**config.mk**
```make
export PLATFORM = sky130hd
export DESIGN_NAME = reservoir_sampler_quantile_unit
export DESIGN_NICKNAME = d
export VERILOG_FILES = /design/src/design/rsq_pkg.sv /design/src/design/rsq_ctrl.sv /design/src/design/rsq_dp.sv /design/src/design/reservoir_sampler_quantile_unit.sv
export SDC_FILE = /design/constraint.sdc
export NUM_CORES = 2
export LEC_CHECK = 0
export ABC_AREA = 1
export BUFFER_PORTS_ARGS = -buffer_cell sky130_fd_sc_hd__buf_2
export CORE_MARGIN = 5
export CORE_UTILIZATION = 31
export CTS_CLUSTER_SIZE = 24
export DETAILED_ROUTE_END_ITERATION = 7
export GPL_TIMING_DRIVEN = 0
export PLACE_DENSITY = 0.42
export SYNTH_ARGS = -nofsm -noshare
export SYNTH_HDL_FRONTEND = slang
export SYNTH_SLANG_ARGS = --single-unit
```
**constraint.sdc**
```tcl
create_clock -name clock -period 12.1 [get_ports clock]
set_input_delay 0 -clock clock [delete_from_list [all_inputs] [get_ports clock]]
set_output_delay 0 -clock clock [all_outputs]
set_load 0.005 [all_outputs]
```
**src/design/rsq_pkg.sv**
```systemverilog
// Shared constants and controller/datapath interface types for the reservoir sampler.
`timescale 1ns / 1ps
`default_nettype none
package rsq_pkg;
   localparam int SAMPLES_DEF = 64;
   localparam int VAL_W       = 32;
   localparam int RAND_W      = 31;
   localparam int FRAC_W      = 18;
   localparam int CNT_W       = 32;
   localparam int DIV_STEPS   = 31;
   localparam int REQ_DATA_W  = 112;

   localparam logic ACT_INSERT = 1'b0;
   localparam logic ACT_QUERY  = 1'b1;

   typedef enum logic [1:0] {
      RD_I   = 2'd0,
      RD_JM1 = 2'd1,
      RD_IDX = 2'd2
   } rd_sel_type;

   typedef struct packed {
      logic       load;
      logic       wr_direct;
      logic       div_start;
      logic       div_step;
      logic       div_write;
      logic       sort_init;
      logic       ld_v;
      rd_sel_type rd_sel;
      logic       rd_en;
      logic       shift_wr;
      logic       put_wr;
      logic       i_inc;
      logic       j_dec;
      logic       out_load;
      logic       empty_load;
   } cmd_type;

   typedef struct packed {
      logic is_query;
      logic count_lt;
      logic filled_zero;
      logic filled_one;
      logic div_done;
      logic less;
      logic j_one;
      logic i_last;
   } status_type;
endpackage
`default_nettype wire

```
**src/design/rsq_ctrl.sv**
```systemverilog
// Sequencer for insert, serial modulo, insertion sort and quantile readout.
`timescale 1ns / 1ps
`default_nettype none
module rsq_ctrl (
   input  wire logic               clock,
   input  wire logic               reset,
   input  wire logic               req_tvalid,
   output logic                    req_tready,
   output logic                    rsp_tvalid,
   input  wire logic               rsp_tready,
   input  wire rsq_pkg::status_type st,
   output rsq_pkg::cmd_type        cmd
);
   typedef enum logic [8:0] {
      S_IDLE    = 9'b000000001,
      S_DIV     = 9'b000000010,
      S_SRT_RDI = 9'b000000100,
      S_SRT_LDV = 9'b000001000,
      S_SRT_RDP = 9'b000010000,
      S_SRT_CMP = 9'b000100000,
      S_SRT_PUT = 9'b001000000,
      S_SEL     = 9'b010000000,
      S_OUT     = 9'b100000000
   } state_type;

   state_type state_ff, state_in;
   logic      sel_ld_ff, sel_ld_in;

   always_ff @(posedge clock) begin
      if (reset) begin
         state_ff  <= S_IDLE;
         sel_ld_ff <= 1'b0;
      end else begin
         state_ff  <= state_in;
         sel_ld_ff <= sel_ld_in;
      end
   end

   assign req_tready = (state_ff == S_IDLE);
   assign rsp_tvalid = (state_ff == S_OUT);

   always_comb begin
      state_in  = state_ff;
      sel_ld_in = 1'b0;
      cmd       = '0;
      cmd.rd_sel = rsq_pkg::RD_I;
      case (state_ff)
         S_IDLE: begin
            if (req_tvalid) begin
               cmd.load = 1'b1;
               // Query decisions use the count as it stands before this beat.
               if (st.is_query == rsq_pkg::ACT_INSERT) begin
                  if (st.count_lt) begin
                     cmd.wr_direct = 1'b1;
                  end else begin
                     cmd.div_start = 1'b1;
                     state_in      = S_DIV;
                  end
               end else if (st.filled_zero) begin
                  cmd.empty_load = 1'b1;
                  state_in       = S_OUT;
               end else if (st.filled_one) begin
                  state_in = S_SEL;
               end else begin
                  cmd.sort_init = 1'b1;
                  state_in      = S_SRT_RDI;
               end
            end
         end
         S_DIV: begin
            if (st.div_done) begin
               cmd.div_write = 1'b1;
               state_in      = S_IDLE;
            end else begin
               cmd.div_step = 1'b1;
            end
         end
         S_SRT_RDI: begin
            cmd.rd_en  = 1'b1;
            cmd.rd_sel = rsq_pkg::RD_I;
            state_in   = S_SRT_LDV;
         end
         S_SRT_LDV: begin
            cmd.ld_v = 1'b1;
            state_in = S_SRT_RDP;
         end
         S_SRT_RDP: begin
            cmd.rd_en  = 1'b1;
            cmd.rd_sel = rsq_pkg::RD_JM1;
            state_in   = S_SRT_CMP;
         end
         S_SRT_CMP: begin
            if (st.less) begin
               cmd.shift_wr = 1'b1;
               cmd.j_dec    = 1'b1;
               state_in     = st.j_one ? S_SRT_PUT : S_SRT_RDP;
            end else begin
               cmd.put_wr = 1'b1;
               // The insert index stops on the last entry instead of wrapping.
               cmd.i_inc  = !st.i_last;
               state_in   = st.i_last ? S_SEL : S_SRT_RDI;
            end
         end
         S_SRT_PUT: begin
            cmd.put_wr = 1'b1;
            cmd.i_inc  = !st.i_last;
            state_in   = st.i_last ? S_SEL : S_SRT_RDI;
         end
         S_SEL: begin
            // The chosen entry is read first, then captured into the output register.
            if (!sel_ld_ff) begin
               cmd.rd_en  = 1'b1;
               cmd.rd_sel = rsq_pkg::RD_IDX;
               sel_ld_in  = 1'b1;
            end else begin
               cmd.out_load = 1'b1;
               state_in     = S_OUT;
            end
         end
         S_OUT: begin
            if (rsp_tready) begin
               state_in = S_IDLE;
            end
         end
         default: begin
            state_in = S_IDLE;
         end
      endcase
   end
endmodule
`default_nettype wire

```
**src/design/rsq_dp.sv**
```systemverilog
// Datapath: sample memory, seen counter, serial remainder unit, sort registers, output.
`timescale 1ns / 1ps
`default_nettype none
module rsq_dp #(
   parameter int SAMPLES = rsq_pkg::SAMPLES_DEF
) (
   input  wire logic                          clock,
   input  wire logic                          reset,
   input  wire logic                          req_action,
   input  wire logic [rsq_pkg::VAL_W-1:0]     req_sample_value,
   input  wire logic [rsq_pkg::RAND_W-1:0]    req_accept_random,
   input  wire logic [rsq_pkg::RAND_W-1:0]    req_slot_random,
   input  wire logic [rsq_pkg::FRAC_W-1:0]    req_fraction,
   input  wire rsq_pkg::cmd_type              cmd,
   output rsq_pkg::status_type                st,
   output logic [rsq_pkg::VAL_W-1:0]          rsp_quantile_value,
   output logic                               rsp_empty_res
);
   localparam int AW = (SAMPLES > 1) ? $clog2(SAMPLES) : 1;
   localparam int CW = $clog2(SAMPLES + 1);
   localparam int SW = $clog2(rsq_pkg::DIV_STEPS + 1);
   localparam logic [rsq_pkg::CNT_W-1:0] SAMP_C = rsq_pkg::CNT_W'(SAMPLES);
   localparam logic [CW-1:0] SAMP_N = CW'(SAMPLES);

   logic [rsq_pkg::VAL_W-1:0]  mem [SAMPLES];
   logic [rsq_pkg::VAL_W-1:0]  rdata_ff;
   logic [rsq_pkg::CNT_W-1:0]  seen_ff, seen_in;
   logic                       action_ff;
   logic [rsq_pkg::VAL_W-1:0]  value_ff;
   logic [rsq_pkg::FRAC_W-1:0] frac_ff;
   logic [rsq_pkg::RAND_W-1:0] acc_sh_ff, slot_sh_ff;
   logic [rsq_pkg::CNT_W-1:0]  divisor_ff, rem_a_ff, rem_a_in;
   logic [CW-1:0]              rem_s_ff, rem_s_in;
   logic [SW-1:0]              dcnt_ff;
   logic [AW-1:0]              i_ff, j_ff;
   logic [rsq_pkg::VAL_W-1:0]  v_ff;
   logic [rsq_pkg::VAL_W-1:0]  out_ff;
   logic                       empty_ff;
   logic [CW-1:0]              filled;
   logic [AW-1:0]              idx, raddr, waddr;
   logic [rsq_pkg::VAL_W-1:0]  wdata;
   logic                       wen;
   logic [rsq_pkg::CNT_W:0]    t_a;
   logic [CW:0]                t_s;
   logic [16+CW-1:0]           prod;

   assign filled = (seen_ff < SAMP_C) ? seen_ff[CW-1:0] : SAMP_N;
   assign seen_in = (seen_ff == '1) ? seen_ff : seen_ff + 1'b1;

   // One restoring step per cycle for both remainders.
   assign t_a      = {rem_a_ff, acc_sh_ff[rsq_pkg::RAND_W-1]};
   assign rem_a_in = (t_a >= {1'b0, divisor_ff}) ? rsq_pkg::CNT_W'(t_a - {1'b0, divisor_ff})
                                                 : t_a[rsq_pkg::CNT_W-1:0];
   assign t_s      = {rem_s_ff, slot_sh_ff[rsq_pkg::RAND_W-1]};
   assign rem_s_in = (t_s >= {1'b0, SAMP_N}) ? CW'(t_s - {1'b0, SAMP_N}) : t_s[CW-1:0];

   assign prod = frac_ff[15:0] * filled;
   always_comb begin
      if (frac_ff[rsq_pkg::FRAC_W-1]) begin
         idx = '0;
      end else if (frac_ff[16]) begin
         idx = AW'(filled - 1'b1);
      end else begin
         idx = AW'(prod >> 16);
      end
   end

   always_comb begin
      case (cmd.rd_sel)
         rsq_pkg::RD_I:   raddr = i_ff;
         rsq_pkg::RD_JM1: raddr = j_ff - 1'b1;
         rsq_pkg::RD_IDX: raddr = idx;
         default:         raddr = i_ff;
      endcase
   end

   always_comb begin
      wen   = 1'b0;
      waddr = j_ff;
      wdata = v_ff;
      if (cmd.wr_direct) begin
         wen   = 1'b1;
         waddr = seen_ff[AW-1:0];
         wdata = req_sample_value;
      end else if (cmd.div_write) begin
         wen   = (rem_a_ff < SAMP_C);
         waddr = rem_s_ff[AW-1:0];
         wdata = value_ff;
      end else if (cmd.shift_wr) begin
         wen   = 1'b1;
         wdata = rdata_ff;
      end else if (cmd.put_wr) begin
         wen = 1'b1;
      end
   end

   always_ff @(posedge clock) begin
      if (wen) begin
         mem[waddr] <= wdata;
      end
      if (cmd.rd_en) begin
         rdata_ff <= mem[raddr];
      end
   end

   always_ff @(posedge clock) begin
      if (reset) begin
         seen_ff <= '0;
         i_ff    <= '0;
         j_ff    <= '0;
         dcnt_ff <= '0;
      end else begin
         if (cmd.load && req_action == rsq_pkg::ACT_INSERT) begin
            seen_ff <= seen_in;
         end
         if (cmd.div_start) begin
            dcnt_ff <= '0;
         end else if (cmd.div_step) begin
            dcnt_ff <= dcnt_ff + 1'b1;
         end
         if (cmd.sort_init) begin
            i_ff <= AW'(1);
            j_ff <= '0;
         end else begin
            if (cmd.i_inc) begin
               i_ff <= i_ff + 1'b1;
            end
            if (cmd.ld_v) begin
               j_ff <= i_ff;
            end else if (cmd.j_dec) begin
               j_ff <= j_ff - 1'b1;
            end
         end
      end
   end

   always_ff @(posedge clock) begin
      if (cmd.load) begin
         value_ff <= req_sample_value;
         frac_ff  <= req_fraction;
      end
      if (cmd.div_start) begin
         acc_sh_ff  <= req_accept_random;
         slot_sh_ff <= req_slot_random;
         divisor_ff <= seen_in;
         rem_a_ff   <= '0;
         rem_s_ff   <= '0;
      end else if (cmd.div_step) begin
         acc_sh_ff  <= acc_sh_ff << 1;
         slot_sh_ff <= slot_sh_ff << 1;
         rem_a_ff   <= rem_a_in;
         rem_s_ff   <= rem_s_in;
      end
      if (cmd.ld_v) begin
         v_ff <= rdata_ff;
      end
      if (cmd.out_load) begin
         out_ff   <= rdata_ff;
         empty_ff <= 1'b0;
      end else if (cmd.empty_load) begin
         out_ff   <= '0;
         empty_ff <= 1'b1;
      end
   end

   always_ff @(posedge clock) begin
      if (reset) begin
         action_ff <= rsq_pkg::ACT_INSERT;
      end else if (cmd.load) begin
         action_ff <= req_action;
      end
   end

   assign st.is_query    = req_action;
   assign st.count_lt    = (seen_ff < SAMP_C);
   assign st.filled_zero = (filled == '0);
   assign st.filled_one  = (filled == CW'(1));
   assign st.div_done    = (dcnt_ff == SW'(rsq_pkg::DIV_STEPS));
   assign st.less        = ($signed(v_ff) < $signed(rdata_ff));
   assign st.j_one       = (j_ff == AW'(1));
   assign st.i_last      = (CW'(i_ff) == CW'(filled - 1'b1));

   assign rsp_quantile_value = out_ff;
   assign rsp_empty_res      = empty_ff;

`ifndef SYNTHESIS
   a_seen_mono: assert property (@(posedge clock) disable iff (reset)
      seen_ff >= $past(seen_ff)) else $error("seen count went backward");
   a_j_le_i: assert property (@(posedge clock) disable iff (reset)
      j_ff <= i_ff) else $error("sort hole index passed insert index");
   a_direct_insert: assert property (@(posedge clock) disable iff (reset)
      cmd.wr_direct |-> (req_action == rsq_pkg::ACT_INSERT))
      else $error("fill write on a query beat");
   a_query_no_write: assert property (@(posedge clock) disable iff (reset)
      cmd.div_write |-> (action_ff == rsq_pkg::ACT_INSERT))
      else $error("insert write during a query");
`endif
endmodule
`default_nettype wire

```
**src/design/reservoir_sampler_quantile_unit.sv**
```systemverilog
// Top level of the reservoir sampler with quantile query.
`timescale 1ns / 1ps
`default_nettype none
// Algorithm R reservoir of SAMPLES signed Q16.16 values in one memory with
// a read and a write port. An insert while the reservoir fills is written
// directly; once it is full an insert runs the serial remainder unit that
// reduces accept_random by the seen count and slot_random by SAMPLES, one
// bit a cycle. A query with two or more filled entries runs an in-place
// insertion sort through the memory port, then reads the chosen entry; the
// result is held on the rsp side until taken, and no new beat is accepted
// meanwhile.
module reservoir_sampler_quantile_unit #(
   parameter int SAMPLES = rsq_pkg::SAMPLES_DEF
) (
   input  wire logic                           clock,
   input  wire logic                           reset,
   input  wire logic                           req_tvalid,
   output logic                                req_tready,
   // sample_value[31:0], accept_random[62:32], slot_random[93:63], fraction[111:94]
   input  wire logic [rsq_pkg::REQ_DATA_W-1:0] req_tdata,
   // action[0]
   input  wire logic                           req_tuser,
   output logic                                rsp_tvalid,
   input  wire logic                           rsp_tready,
   // quantile_value[31:0]
   output logic [rsq_pkg::VAL_W-1:0]           rsp_tdata,
   // empty_res[0]
   output logic                                rsp_tuser
);
   rsq_pkg::cmd_type    cmd;
   rsq_pkg::status_type st;

   rsq_ctrl u_ctrl (
      .clock      (clock),
      .reset      (reset),
      .req_tvalid (req_tvalid),
      .req_tready (req_tready),
      .rsp_tvalid (rsp_tvalid),
      .rsp_tready (rsp_tready),
      .st         (st),
      .cmd        (cmd)
   );

   rsq_dp #(
      .SAMPLES (SAMPLES)
   ) u_dp (
      .clock              (clock),
      .reset              (reset),
      .req_action         (req_tuser),
      .req_sample_value   (req_tdata[31:0]),
      .req_accept_random  (req_tdata[62:32]),
      .req_slot_random    (req_tdata[93:63]),
      .req_fraction       (req_tdata[111:94]),
      .cmd                (cmd),
      .st                 (st),
      .rsp_quantile_value (rsp_tdata),
      .rsp_empty_res      (rsp_tuser)
   );
endmodule
`default_nettype wire
```
Word level (Yosys, flattened, before mapping)
Memories as Yosys holds them, arrays and structs flattened. A register that Yosys moved wholly into a read port is not among the register bits.
Cells that the tools add are included.
{"block": "classes", "order_cmp": 5, "eq_ne": 21, "n_reduce_logical": 11, "n_bitwise": 2, "muxes": 67, "n_mul": 1, "add_sub_neg": 7}
{"cell": "2-to-1 mux 32 bit", "count": 7}
{"cell": "2-to-1 mux 31 bit", "count": 4}
{"cell": "one-hot mux 9 bit (9 select lines)", "count": 1}
{"cell": "2-to-1 mux 9 bit", "count": 8}
{"cell": "less-than comparator 32 x 7 -> 1 bit, second input constant", "count": 2}
{"cell": "2-to-1 mux 6 bit", "count": 6}
{"cell": "greater-or-equal comparator 33 x 32 -> 1 bit", "count": 1}
{"cell": "adder 32 x 1 -> 32 bit, second input constant", "count": 1}
{"cell": "== test 32 bit, second input constant", "count": 1}
{"cell": "less-than comparator 32 bit", "count": 1}
{"cell": "subtractor 32 bit", "count": 1}
{"cell": "2-to-1 mux 1 bit", "count": 27}
{"cell": "multiplier 16 x 7 -> 22 bit", "count": 1}
{"cell": "2-to-1 mux 7 bit", "count": 3}
{"cell": "2-to-1 mux 8 bit", "count": 2}
{"cell": "one-hot mux 6 bit (2 select lines)", "count": 1}
{"cell": "== test 9 x 1 -> 1 bit, second input constant", "count": 1}
{"cell": "== test 9 x 2 -> 1 bit, second input constant", "count": 1}
{"cell": "== test 9 x 3 -> 1 bit, second input constant", "count": 1}
{"cell": "== test 9 x 4 -> 1 bit, second input constant", "count": 1}
{"cell": "== test 9 x 5 -> 1 bit, second input constant", "count": 1}
{"cell": "== test 9 x 6 -> 1 bit, second input constant", "count": 1}
{"cell": "== test 9 x 7 -> 1 bit, second input constant", "count": 1}
{"cell": "== test 9 x 8 -> 1 bit, second input constant", "count": 1}
{"cell": "27 further kinds", "count": 39}
{"block": "word_totals", "ram_bits": 2048, "in_bits": 117, "elab_cells": 132, "reg_bits": 307, "n_memories": 1, "output_inout_bits": 35}
{"name": "u_dp.mem", "words": 64, "word_bits": 32, "read_ports": 1, "rd_ports_with_merged_regs": 1, "wr": 1, "line_no": "rsq_dp.sv:25", "rtl": "logic [rsq_pkg::VAL_W-1:0] mem [SAMPLES];"}

Logic depth before layout (Yosys ltp)
{"block": "depth", "word_depth": 13, "ltp_mapped": 42}

Cells and area by module
From an unflattened synthesis, not the netlist that was laid out.
{"block": "hier_totals", "hier_cells": 9197, "hier_area_um2": 104149.9}
{"module": "rsq_dp", "cells_each": 9073, "seq_area_each_um2": 70467.6, "area_per_inst_um2": 103326.6, "n_inst": 1}
{"module": "rsq_ctrl", "cells_each": 124, "seq_area_each_um2": 200.2, "area_per_inst_um2": 823.3, "n_inst": 1}

Worst setup path after synthesis
OpenSTA, ideal clock, no wires.
{"block": "synth_path", "path_kind": "register to register", "from": "reg u_ctrl.state_ff[6]", "to": "mem u_dp.mem[25][0] (netlist name), enable pin", "setup_slack_ps": 5408, "path_buffers": 1, "t_arrival_ps": 6271, "required_time_ps": 11679, "setup_ps": 421, "stages_incl_launch_ff": 13, "synth_period_minus_slack_ps": 6692, "cell_sequence": "dfxtp_1 -> nor2_1 -> nand2_1 -> nor2_2 -> nand4_1 -> nor2_1 -> nand2_1 -> nor2_2 -> inv_1 -> buf_2 -> o21ai_0 -> nand3_1 -> nor2_1"}
{"block": "synth_between", "elab_chain_cells": 8, "elab_cells_between_ends": 16}
{"element": "start, declared", "line_no": "rsq_ctrl.sv:26", "rtl": "state_type state_ff, state_in;"}
{"element": "start signal, assigned", "line_no": "rsq_ctrl.sv:34", "rtl": "state_ff <= state_in;"}
{"element": "== test 9 x 7 -> 1 bit or == test 9 x 6 -> 1 bit (tied branches)", "line_no": "rsq_ctrl.sv:47", "rtl": "case (state_ff)"}
{"element": "one-hot mux 2 bit (2 select lines)", "line_no": "rsq_ctrl.sv:47"}
{"element": "2-to-1 mux 1 bit", "line_no": "rsq_dp.sv:92", "rtl": "end else if (cmd.put_wr) begin"}
{"element": "2-to-1 mux 1 bit", "line_no": "rsq_dp.sv:89", "rtl": "end else if (cmd.shift_wr) begin"}
{"element": "2-to-1 mux 1 bit", "line_no": "rsq_dp.sv:85", "rtl": "end else if (cmd.div_write) begin"}
{"element": "2-to-1 mux 1 bit", "line_no": "rsq_dp.sv:81", "rtl": "if (cmd.wr_direct) begin"}
{"element": "2-to-1 mux 1 bit", "line_no": "rsq_dp.sv:98", "rtl": "if (wen) begin"}
{"element": "2-to-1 mux 1 bit (implied by the code)", "line_no": "rsq_dp.sv:99", "rtl": "mem[waddr] <= wdata;"}
{"element": "end, declared", "line_no": "rsq_dp.sv:25"}
Several ways; a longest one is shown, not always the timed one.

Worst setup path in the final report
{"block": "layout_path", "from": "reg u_dp.seen_ff[30] (netlist name)", "to": "reg u_dp.rdata_ff[23] (netlist name), read port of u_dp.mem, data pin"}
{"block": "layout_between", "elab_chain_cells": 6, "elab_cells_between_ends": 7}
{"element": "start, declared", "line_no": "rsq_dp.sv:27", "rtl": "logic [rsq_pkg::CNT_W-1:0] seen_ff, seen_in;"}
{"element": "start signal, assigned", "line_no": "rsq_dp.sv:114", "rtl": "seen_ff <= seen_in;"}
{"element": "less-than comparator 32 x 7 -> 1 bit (*)", "line_no": "rsq_dp.sv:47", "rtl": "assign filled = (seen_ff < SAMP_C) ? seen_ff[CW-1:0] : SAMP_N;"}
{"element": "2-to-1 mux 7 bit (*)", "line_no": "rsq_dp.sv:47"}
{"element": "multiplier 16 x 7 -> 22 bit or subtractor 7 x 1 -> 7 bit (tied branches)", "line_no": "rsq_dp.sv:57, rsq_dp.sv:62"}
{"element": "2-to-1 mux 6 bit (*)", "line_no": "rsq_dp.sv:61", "rtl": "end else if (frac_ff[16]) begin"}
{"element": "2-to-1 mux 6 bit (*)", "line_no": "rsq_dp.sv:59", "rtl": "if (frac_ff[rsq_pkg::FRAC_W-1]) begin"}
{"element": "one-hot mux 6 bit (2 select lines) (*)", "line_no": "rsq_dp.sv:69", "rtl": "case (cmd.rd_sel)"}
{"element": "end, declared", "line_no": "rsq_dp.sv:26", "rtl": "logic [rsq_pkg::VAL_W-1:0] rdata_ff;"}
Mark *: on every way between the ends. The rest lies on a longest branch, timed or not.
A chain may end at the register's enable or synchronous reset.

==> flow_metrics.env <==
export IMPL_clkTransAtPathRegs_ns=0.06
export IMPL_floorplan_core_area_sq_mm=0.3334
export IMPL_dp_cells=13830
export IMPL_area_growth_pct=21.12
export IMPL_grt_pass1_wl_mm=573.7
export IMPL_cts_made_buffers=282
export IMPL_yosysSeqAreaShare_pct=68.16
export IMPL_post_cts_buffers=0
export IMPL_place_area_sq_mm=0.1144
export IMPL_final_area_sq_mm=0.1256
export IMPL_drt_iter0_markers=8607
export IMPL_drive_above_1_share_pct=12.04
export IMPL_failed_checks="capacitance limit, slew limit"
export IMPL_cts_root_buf="clkbuf_16"
export IMPL_synth_top_flop_cell="edfxtp_1"
export IMPL_ir_drop_uv=112.0
export IMPL_synth_edf_count=2288
export IMPL_ant_nets=0
export IMPL_maxSlewViolCount=32
export IMPL_swShare_pct=24.68
export IMPL_synthArstFlopShare_pct=0
export IMPL_syn_area_per_cell_sq_um=11.37
export IMPL_power_density_mw_per_mm2=152.1
export IMPL_nets=10250
export IMPL_vias=77210
export IMPL_leakage_nw=45.04
export IMPL_post_cts_resized=0
export IMPL_fin_tns_setup_ns=0
export IMPL_fin_crit_sh_pct=85.66
export IMPL_numClockSinks=2386
export IMPL_worst_slew_pin_slew_ns=1.552
export IMPL_track_usage_pct=23.08
export IMPL_cap_viol_max_count=5
export IMPL_yosysUniqueCellTypes=48
export IMPL_syn_cell_area_sq_mm=0.1037
export IMPL_num_rows=212
export IMPL_cp_max_fo=14
export IMPL_port_buffers=151
export IMPL_wl_per_cell_microns=28.38
export IMPL_cts_htree_levels=5
export IMPL_start_util_pct=31.10
export IMPL_power_internal_mw=14.39
export IMPL_viasPerCell=5.298
export IMPL_synth_largest_area_cell="edfxtp_1"
export IMPL_grt_overflow=0
export IMPL_clk_latency_ns=0.92
export IMPL_clkPwrFrac_pct=43.6
export IMPL_start_kind="flop"
export IMPL_endpoint_kind="flop"
export IMPL_drt_total_wl_mm=413.6
export IMPL_skew_ns=0.07717
export IMPL_place_hpwl_mm=301.2
export IMPL_gp_congestion=0.9435
export IMPL_yosys_warnings=0
export IMPL_die_x_microns=588.3
export IMPL_rsz0062_at_grt="false"
export IMPL_synth_seq_cells=2386
export IMPL_hp_class="input port to flop"
export IMPL_setup_viol=0
export IMPL_crit_type="flop to flop"
export IMPL_crit_top_cell="nand2_1"
export IMPL_synth_nets=9418
export IMPL_grt_pass1_vias=74510
export IMPL_slew_headroom_pct=-3.730
export IMPL_seqPwrFrac_pct=47.8
export IMPL_comb_power_share_pct=8.5
export IMPL_drt_first_pass_iters=8
export IMPL_fp_dieH_microns=588.3
export IMPL_min_period_ns=10.37
export IMPL_critPathArrivalTime_ns=10.95
export IMPL_fmax_mhz=96.48
export IMPL_cp_required_ns=12.68
export IMPL_switching_power_mw=4.713
export IMPL_outcome="finished with violations"
export IMPL_antenna_found_initial=48
export IMPL_clockBufferDepth=4
export IMPL_synth_area_leaders="edfxtp_1, nand3_1, nand2_1, dfxtp_1, buf_2"
export IMPL_synth_cells=9123
export IMPL_dieArea_sq_mm=0.3461
export IMPL_tritoncts="done"
export IMPL_synth_top_cell_area_share_pct=66.26
export IMPL_fin_cells=14570
export IMPL_hold_violations=0
export IMPL_cp_slowest_cell="buf_2"
export IMPL_ioPinCount=152
export IMPL_n_fill_cell=32360
export IMPL_grt_max_degree=39
export IMPL_drc_errors=0
export IMPL_cpPeakStageDelay_ns=0.90
[routing by layer]
layer  part of all wire, %  vias to the layer above  routed length, microns  GRT usage (%)
li1                      -                    34590                       -              -
met2                    46                     3094                  188800          36.65
met3                   7.9                      526                   32850          4.515
met4                   3.3                        0                   13730          6.963
met1                    43                    39000                  178200          32.02
met5                     0                        -                       0              0
[layout by cell type, fill, tap and decap left out, drive strengths merged, types with 2 or more instances in the layout]
master | Yosys | layout
nand2 | 1712 | 1712
buf | 421 | 740
dlygate4sd3 | 0 | 229
nor3 | 29 | 29
ha | 110 | 110
o21a | 8 | 8
nand4 | 27 | 27
clkbuf | 201 | 559
a211oi | 29 | 29
xnor2 | 25 | 25
bufinv | 0 | 18
edfxtp | 2288 | 2288
o21ai | 176 | 176
diode | 0 | 19
nor4 | 16 | 16
dfxtp | 98 | 98
o221ai | 4 | 4
a21boi | 4 | 4
a31oi | 9 | 9
a21o | 5 | 5
fa | 68 | 68
o22ai | 5 | 5
clkinvlp | 0 | 11
inv | 318 | 331
nand3 | 2991 | 2991
o21bai | 4 | 4
clkinv | 4 | 101
o211ai | 12 | 12
xor2 | 52 | 52
nor2 | 335 | 335
or2 | 5 | 5
a22oi | 6 | 6
o31ai | 2 | 2
a21oi | 152 | 152
[cells by family after synthesis]
logic type,synth area share [%]
AND/OR/NAND/NOR,22.32
flip-flops,68.16
buffers and inverters,3.974
AO/OA/AOI/OAI,2.257
adder cells (fa/ha/maj),2.640
XOR/XNOR,0.6504
[worst paths after layout]
path                         endpoint  cells after the start  slack, ns         startpoint
hold / removal    u_dp.slot_sh_ff[30]                      4       0.09      req_tdata[93]
hold reg to reg         u_dp.v_ff[24]                      0       0.41  u_dp.rdata_ff[24]
setup reg to reg    u_dp.rdata_ff[23]                     33       1.73   u_dp.seen_ff[30]
setup / recovery    u_dp.rdata_ff[23]                     33       1.73   u_dp.seen_ff[30]
[critical path, delay by kind of cell (launching register included)]
kind,cells,cell delay [ns]
AOI/OAI and AO/OA,4,1.37
buffers and inverters,7,2.80
DFF,1,0.33
adders and majority gates,5,2.35
and+or+nand+nor,17,3.15
[synth_stat cells (5+ instances only)]
cell      number
nor3_1        29
nor4_1        16
o22ai_1        5
fa_1          68
a22oi_1        6
xor2_1        52
nand2_1     1710
o21ai_0      172
clkbuf_1     201
dfxtp_1       98
o21a_1         8
a21o_1         5
ha_1         110
a31oi_1        9
edfxtp_1    2288
xnor2_1       25
buf_6          5
nand4_1       27
buf_1         23
o211ai_1      12
buf_4         19
nor2_1       331
buf_2        374
inv_1        311
inv_2          7
a21oi_1      151
a211oi_1      29
nand3_1     2991
[state kept, by name, indices dropped and copies added (netlist names), 5 cells and up]
name	cells
u_dp.mem	2048
u_dp.divisor_ff	32
u_dp.rdata_ff	32
u_dp.rem_a_ff	32
u_dp.rsp_quantile_value	32
u_dp.seen_ff	32
u_dp.v_ff	32
u_dp.value_ff	32
u_dp.acc_sh_ff	31
u_dp.slot_sh_ff	31
u_dp.frac_ff	18
u_ctrl.state_ff	9
u_dp.i_ff	6
u_dp.j_ff	6
u_dp.rem_s_ff	6
u_dp.dcnt_ff	5
[repair_timing]
item / CTS / global route
hold buffers: 229 / 0
hold endpoints to repair: 1208 / 0
endpoints found under the setup margin: 0 / 0
[power by group through the flow]
stage	Sequential [mW]	Clock, mW	Combinational [mW]
floorplan	9.30	0	0.878
CTS	9.14	8.50	1.62
global route	9.14	8.84	1.77
global placement	9.36	0	1.49
finish	9.14	8.33	1.63
detailed placement	9.31	0	1.55
[through the flow]
step                      hold WS [ns]  setup WS (ns)  util [%]  power [mW]
final                          0.08810          1.735     37.67       19.10
after global placement          0.1813         -5.451     32.97       10.85
after detailed placement        0.1791          2.034     34.31       10.86
after floorplan                0.09887          5.408         -       10.18
after CTS                     0.005830          2.006     37.65       19.26
after global routing           0.07364          1.273     37.65       19.75
[area by class of cell]
class	instances	area, sq um	area share [%]
sequential	2386	70670	56.27
multi-input combinational	5793	29760	23.69
clock buffer	358	7565	6.024
timing repair buffer	548	6661	5.304
tap	4387	5489	4.371
buffer	622	2920	2.325
clock inverter	139	1269	1.010
inverter	322	1210	0.9634
antenna	19	47.55	0.03786
No activity file was read; power rests on OpenSTA's default activity.
